--- config.mk ---
export PLATFORM = sky130hd
export DESIGN_NAME = splc_edge
export DESIGN_NICKNAME = d
export VERILOG_FILES = /design/src/hdl/splc_pkg.sv /design/src/hdl/splc_edge.sv
export SDC_FILE = /design/constraint.sdc
export NUM_CORES = 2
export LEC_CHECK = 0
export ABC_AREA = 1
export BUFFER_PORTS_ARGS = -buffer_cell sky130_fd_sc_hd__buf_2
export CELL_PAD_IN_SITES_DETAIL_PLACEMENT = 0
export CELL_PAD_IN_SITES_GLOBAL_PLACEMENT = 1
export CORE_ASPECT_RATIO = 1.5
export CORE_MARGIN = 2
export CORE_UTILIZATION = 46
export CTS_CLUSTER_SIZE = 24
export DETAILED_ROUTE_END_ITERATION = 16
export PLACE_DENSITY_LB_ADDON = 0.15
export SETUP_SLACK_MARGIN = 0.02
export SLEW_MARGIN = 10
export SYNTH_ARGS = -nofsm -noshare
export SYNTH_HDL_FRONTEND = slang
export SYNTH_SLANG_ARGS = --single-unit
--- constraint.sdc ---
create_clock -name aclk -period 6.9 [get_ports aclk]
set_clock_uncertainty 0.05 [all_clocks]
set_input_delay 0.69 -clock aclk [delete_from_list [all_inputs] [get_ports aclk]]
set_output_delay 0.69 -clock aclk [all_outputs]
set_load 0.005 [all_outputs]
--- src/hdl/splc_pkg.sv ---
`default_nettype none
// ----------------------------------------------------------------------------
// splc_pkg: shared types and constants for the sector point locator
// Item codes, status codes, controller states and stream field layout.
// ----------------------------------------------------------------------------
package splc_pkg;

    // input transfer layout (s_tdata, lowest bit first)
    localparam int FIELD_BITS    = 24;
    localparam int HGT_BITS      = 16;
    localparam int POS_A_LSB     = 0;
    localparam int POS_B_LSB     = 24;
    localparam int QH_LSB        = 48;
    localparam int FLOOR_LSB     = 72;
    localparam int CEIL_LSB      = 88;
    localparam int IN_DATA_BITS  = 104;
    localparam int ACT_BITS      = 2;

    // result transfer layout
    localparam int INDEX_BITS    = 6;
    localparam int STATUS_BITS   = 2;
    localparam int OUT_DATA_BITS = 8;
    localparam int OUT_USER_BITS = 3;
    localparam int FOUND_BIT     = 2;

    typedef enum logic [1:0] {
        ACT_BEGIN  = 2'd0,
        ACT_ADD    = 2'd1,
        ACT_LOCATE = 2'd2,
        ACT_NOP    = 2'd3
    } act_t;

    typedef enum logic [1:0] {
        STS_OK          = 2'd0,
        STS_SECTOR_FULL = 2'd1,
        STS_VERTEX_FULL = 2'd2,
        STS_NO_SECTOR   = 2'd3
    } status_t;

    typedef enum logic [2:0] {
        ST_IDLE,
        ST_SREQ,
        ST_SCHK,
        ST_VRUN,
        ST_DRAIN,
        ST_DONE
    } state_t;

    // vertex read tag, travels with the registered memory read
    typedef struct packed {
        logic vld;
        logic first;
    } vtx_ctl_t;

endpackage
`default_nettype wire

--- src/hdl/splc_edge.sv ---
`default_nettype none
// ----------------------------------------------------------------------------
// splc_edge: even-odd crossing pipeline
// Takes one vertex per cycle, pairs it with the previous one and toggles the
// parity on each wall the horizontal ray crosses. Exact cross-multiplied test.
// ----------------------------------------------------------------------------
module splc_edge #(
    parameter int COORD_BITS = 24
) (
    input  logic                         aclk,
    input  logic                         aresetn,
    input  logic                         clear,
    input  splc_pkg::vtx_ctl_t           vin,
    input  logic signed [COORD_BITS-1:0] va,
    input  logic signed [COORD_BITS-1:0] vb,
    input  logic signed [COORD_BITS-1:0] qa,
    input  logic signed [COORD_BITS-1:0] qb,
    output logic                         busy,
    output logic                         parity
);
    import splc_pkg::*;

    localparam int DW = COORD_BITS + 1;
    localparam int PW = 2 * DW;

    logic signed [COORD_BITS-1:0] prev_a_reg, prev_b_reg;

    logic                 s1_vld_reg, s1_vld_next;
    logic                 s1_cross_reg, s1_cross_next;
    logic                 s1_dypos_reg, s1_dypos_next;
    logic signed [DW-1:0] s1_da_reg, s1_da_next;
    logic signed [DW-1:0] s1_dy_reg, s1_dy_next;
    logic signed [DW-1:0] s1_dx_reg, s1_dx_next;
    logic signed [DW-1:0] s1_db_reg, s1_db_next;

    logic                 s2_vld_reg, s2_vld_next;
    logic                 s2_cross_reg;
    logic                 s2_dypos_reg;
    logic signed [PW-1:0] s2_lhs_reg, s2_lhs_next;
    logic signed [PW-1:0] s2_rhs_reg, s2_rhs_next;

    logic parity_reg, parity_next;
    logic flip;

    // stage 1: straddle test and differences (cur = incoming, prev = held)
    always_comb begin
        s1_vld_next   = vin.vld && !vin.first;
        s1_cross_next = (vb > qb) != (prev_b_reg > qb);
        s1_dy_next    = DW'(prev_b_reg) - DW'(vb);
        s1_da_next    = DW'(qa) - DW'(va);
        s1_dx_next    = DW'(prev_a_reg) - DW'(va);
        s1_db_next    = DW'(qb) - DW'(vb);
        s1_dypos_next = s1_dy_next > 0;
    end

    // stage 2: the two products
    always_comb begin
        s2_vld_next = s1_vld_reg;
        s2_lhs_next = PW'(s1_da_reg) * PW'(s1_dy_reg);
        s2_rhs_next = PW'(s1_dx_reg) * PW'(s1_db_reg);
    end

    // stage 3: compare with the sign of dy
    always_comb begin
        flip = s2_cross_reg &&
               (s2_dypos_reg ? (s2_lhs_reg < s2_rhs_reg) : (s2_lhs_reg > s2_rhs_reg));
        if (clear) begin
            parity_next = 1'b0;
        end else begin
            parity_next = parity_reg ^ (s2_vld_reg && flip);
        end
    end

    always_ff @(posedge aclk) begin
        if (!aresetn) begin
            s1_vld_reg <= 1'b0;
            s2_vld_reg <= 1'b0;
            parity_reg <= 1'b0;
        end else begin
            s1_vld_reg <= s1_vld_next;
            s2_vld_reg <= s2_vld_next;
            parity_reg <= parity_next;
        end
    end

    always_ff @(posedge aclk) begin
        if (vin.vld) begin
            prev_a_reg <= va;
            prev_b_reg <= vb;
        end
        s1_cross_reg <= s1_cross_next;
        s1_dypos_reg <= s1_dypos_next;
        s1_da_reg    <= s1_da_next;
        s1_dy_reg    <= s1_dy_next;
        s1_dx_reg    <= s1_dx_next;
        s1_db_reg    <= s1_db_next;
        s2_cross_reg <= s1_cross_reg;
        s2_dypos_reg <= s1_dypos_reg;
        s2_lhs_reg   <= s2_lhs_next;
        s2_rhs_reg   <= s2_rhs_next;
    end

    assign busy   = s1_vld_reg || s2_vld_reg;
    assign parity = parity_reg;

endmodule
`default_nettype wire

==> flow_metrics.tcl <==
set metrics [dict create \
    required_ns 7.34 \
    drv_slew 0 \
    syn-num-nets 9303 \
    tritoncts "done" \
    grt.overflow.total 0 \
    tightest_slew_ns 1.102 \
    ys_seq_area_share_pct 9.209 \
    cp_max_fo 13 \
    crit_path_cell_trace "nand2_1 > fa_1 > fa_1 > inv_1 > fa_1 > fa_2 > fa_1 > fa_1 > inv_1 > fa_1 > inv_1 > ha_2 > nand2_1 > nor2_1 > inv_1 > nor2_1 > o21ai_0 > nand3_1 > nand3_1 > o211ai_2 > nand2_1 > a21o_1 > nand2_2" \
    synth-seq-cells 255 \
    nets 9427 \
    most-common-layout-cells "inv_1, nand2_1, fa_1" \
    layout_commonest_cell "inv_1" \
    end_kind "flop" \
    synth_cells 7429 \
    cp.arrival_ns 7.14 \
    dp_hpwl_um 163800 \
    synth_compound_area_share_pct 5.021 \
    timing.final.crit_share_pct 97.10 \
    period_needed_ns 6.700 \
    start_util_pct 46.25 \
    synth_flop_cell "dfxtp_1" \
    fin_cells 9315 \
    wl_per_cell_um 20.30 \
    synthMuxAreaShare_pct 0 \
    dp.cells 9247 \
    portBuffers 102 \
    routed_wl_um 189100 \
    synth_xor_area_share_pct 2.886 \
    synth-simple-area-share_pct 14.29 \
    die_area_mm2 0.1348 \
    drive_gt1_share_pct 8.275 \
    synthArstFlopShare_pct 0 \
    setup_viol 0 \
    hold_buffers 0 \
    syn_to_final_growth_pct 9.337 \
    ant_nets 0 \
    post-route-util_pct 50.57 \
    die_h_um 448.7 \
    timing.critical_path.mode_cell "fa_1" \
    antenna_found_initial 9 \
    gp_congestion 0.9402 \
    cts-root-buf "clkbuf_16" \
    vias_per_cell 4.995 \
    fin_hold_ws_ns 0.2150 \
    grt_pass1_wl_um 297900 \
    drt_iter0_drc 2263 \
    ios 103 \
    run_status "finished clean" \
    path_clk_slew_ns 0.06 \
    finalHoldViolations 0 \
    grt_use_total_pct 29.22 \
    num_rows 163 \
    vias 46530 \
    yosysWarnings 0 \
    critPathMaxStageDelay_ns 0.66 \
    synth_edf_count 48 \
    cts_buffers 34 \
    core_area_mm2 0.1311 \
    fin_ws_ns 0.2000 \
    h-tree-depth 2 \
    rsz0062_at_grt "no" \
    route.detailed.drc 0 \
    max-clock-path-buffers 3 \
    max_freq_mhz 149.3 \
    cts.sinks 255 \
    synth_area_mm2 0.06065 \
    synth_top_family_by_area "adder cells" \
    post_synth.cell_area_avg_um2 8.164 \
    crit_type "reg2reg" \
    grt_max_degree 50 \
    insertion_delay_ns 0.59 \
    maxCapViolCount 0 \
    relSlewSlack_pct 26.26 \
    crit_slowest_cell "dfxtp_2" \
    drtPass1Iterations 5 \
    grt_pass1_vias 52380 \
    hold_path_class "in2reg" \
    die_w_um 300.5 \
    post-place-ws_ns -0.2318 \
    cp-start-kind "flop" \
    synth-adder-area-share_pct 52.91 \
    ys_types 58 \
]
## Yosys cell counts (7+ instances only)
cell | n | area (um2)
a21oi_2 | 21 | 183.9
xnor2_1 | 69 | 604.3
xor2_1 | 129 | 1130
fa_1 | 1320 | 26430
clkbuf_1 | 297 | 1115
nand2_2 | 17 | 106.4
inv_2 | 22 | 82.58
nand2_1 | 1675 | 6287
nor2_2 | 17 | 106.4
o21bai_1 | 17 | 127.6
o21ai_0 | 92 | 460.4
nand4_1 | 26 | 162.7
nor3_1 | 39 | 195.2
o21ai_2 | 10 | 87.58
a21oi_1 | 222 | 1111
or2_2 | 17 | 106.4
edfxtp_1 | 48 | 1441
nand3_2 | 8 | 80.08
a21o_1 | 37 | 277.8
nor2_1 | 236 | 885.9
nand3_1 | 101 | 505.5
dfxtp_1 | 207 | 4144
ha_1 | 453 | 5668
o21ai_1 | 26 | 130.1
inv_1 | 2213 | 8307
a31oi_1 | 26 | 162.7
o21bai_2 | 7 | 78.83
## timing repair
action / in CTS / in global routing
setup endpoints to repair: 13 / 37
resized for setup: 16 / 50
pin swaps: 0 / 2
setup buffers: 0 / 2
## path summary, 6_finish.rpt
| kind | from | endpoint | slack [ns] | cells past startpoint |
|---|---|---|---|---|
| max | s1_dy_reg[12] | s2_lhs_reg[42] | 0.20 | 23 |
| min | vin[0] | s1_vld_reg | 0.21 | 2 |
| max reg2reg | s1_dy_reg[12] | s2_lhs_reg[42] | 0.20 | 23 |
| min reg2reg | s1_cross_reg | s2_cross_reg | 0.29 | 0 |
## cell type report
type                            count  area (um2)
Antenna cell                        6       15.01
Inverter                         2235        8393
Tap cell                         1732        2167
Multi-Input combinational cell   4641       45620
Sequential cell                   255        5645
Timing Repair Buffer              386        3299
Clock inverter                     17       219.0
Fill cell                       12830       64820
Clock buffer                       43       957.2
## routing by layer
metal / global-route usage, % / up-vias / wire length [um]
met3: 2.978 / 455 / 7322
met2: 57.23 / 1072 / 106100
li1: - / 21430 / -
met4: 14.53 / 4 / 10830
met1: 30.31 / 23580 / 64860
met5: 0 / - / 21
## per-stage QoR
stage                     area (um2)  TNS [ns]
after floorplan                60650         0
after global placement         64960    -1.326
after detailed placement       64960   -0.9042
after CTS                      66160         0
after global routing           66310         0
final                          66310         0
## cell families (layout without fill, tap and decap cells)
| family | after synthesis | in the layout |
|---|---|---|
| AOI/OAI and AO/OA | 505 | 505 |
| DFF | 255 | 255 |
| xor gates and xnor gates | 199 | 199 |
| buffers and inverters | 2533 | 2681 |
| adders and majority gates | 1773 | 1773 |
| and+or+nand+nor | 2164 | 2164 |
| other | 0 | 6 |
## worst max-delay path, delay by kind of cell (launching register included)
kind / cells / cell delay [ns]
adder cells (fa/ha/maj): 8 / 4.10
AND/OR/NAND/NOR: 8 / 1.09
flip-flops: 1 / 0.66
AO/OA/AOI/OAI: 3 / 0.38
buffers and inverters: 4 / 0.31
Power is not shown: default switching activity piles up to over one toggle a cycle in this logic, so the estimate is an artifact.
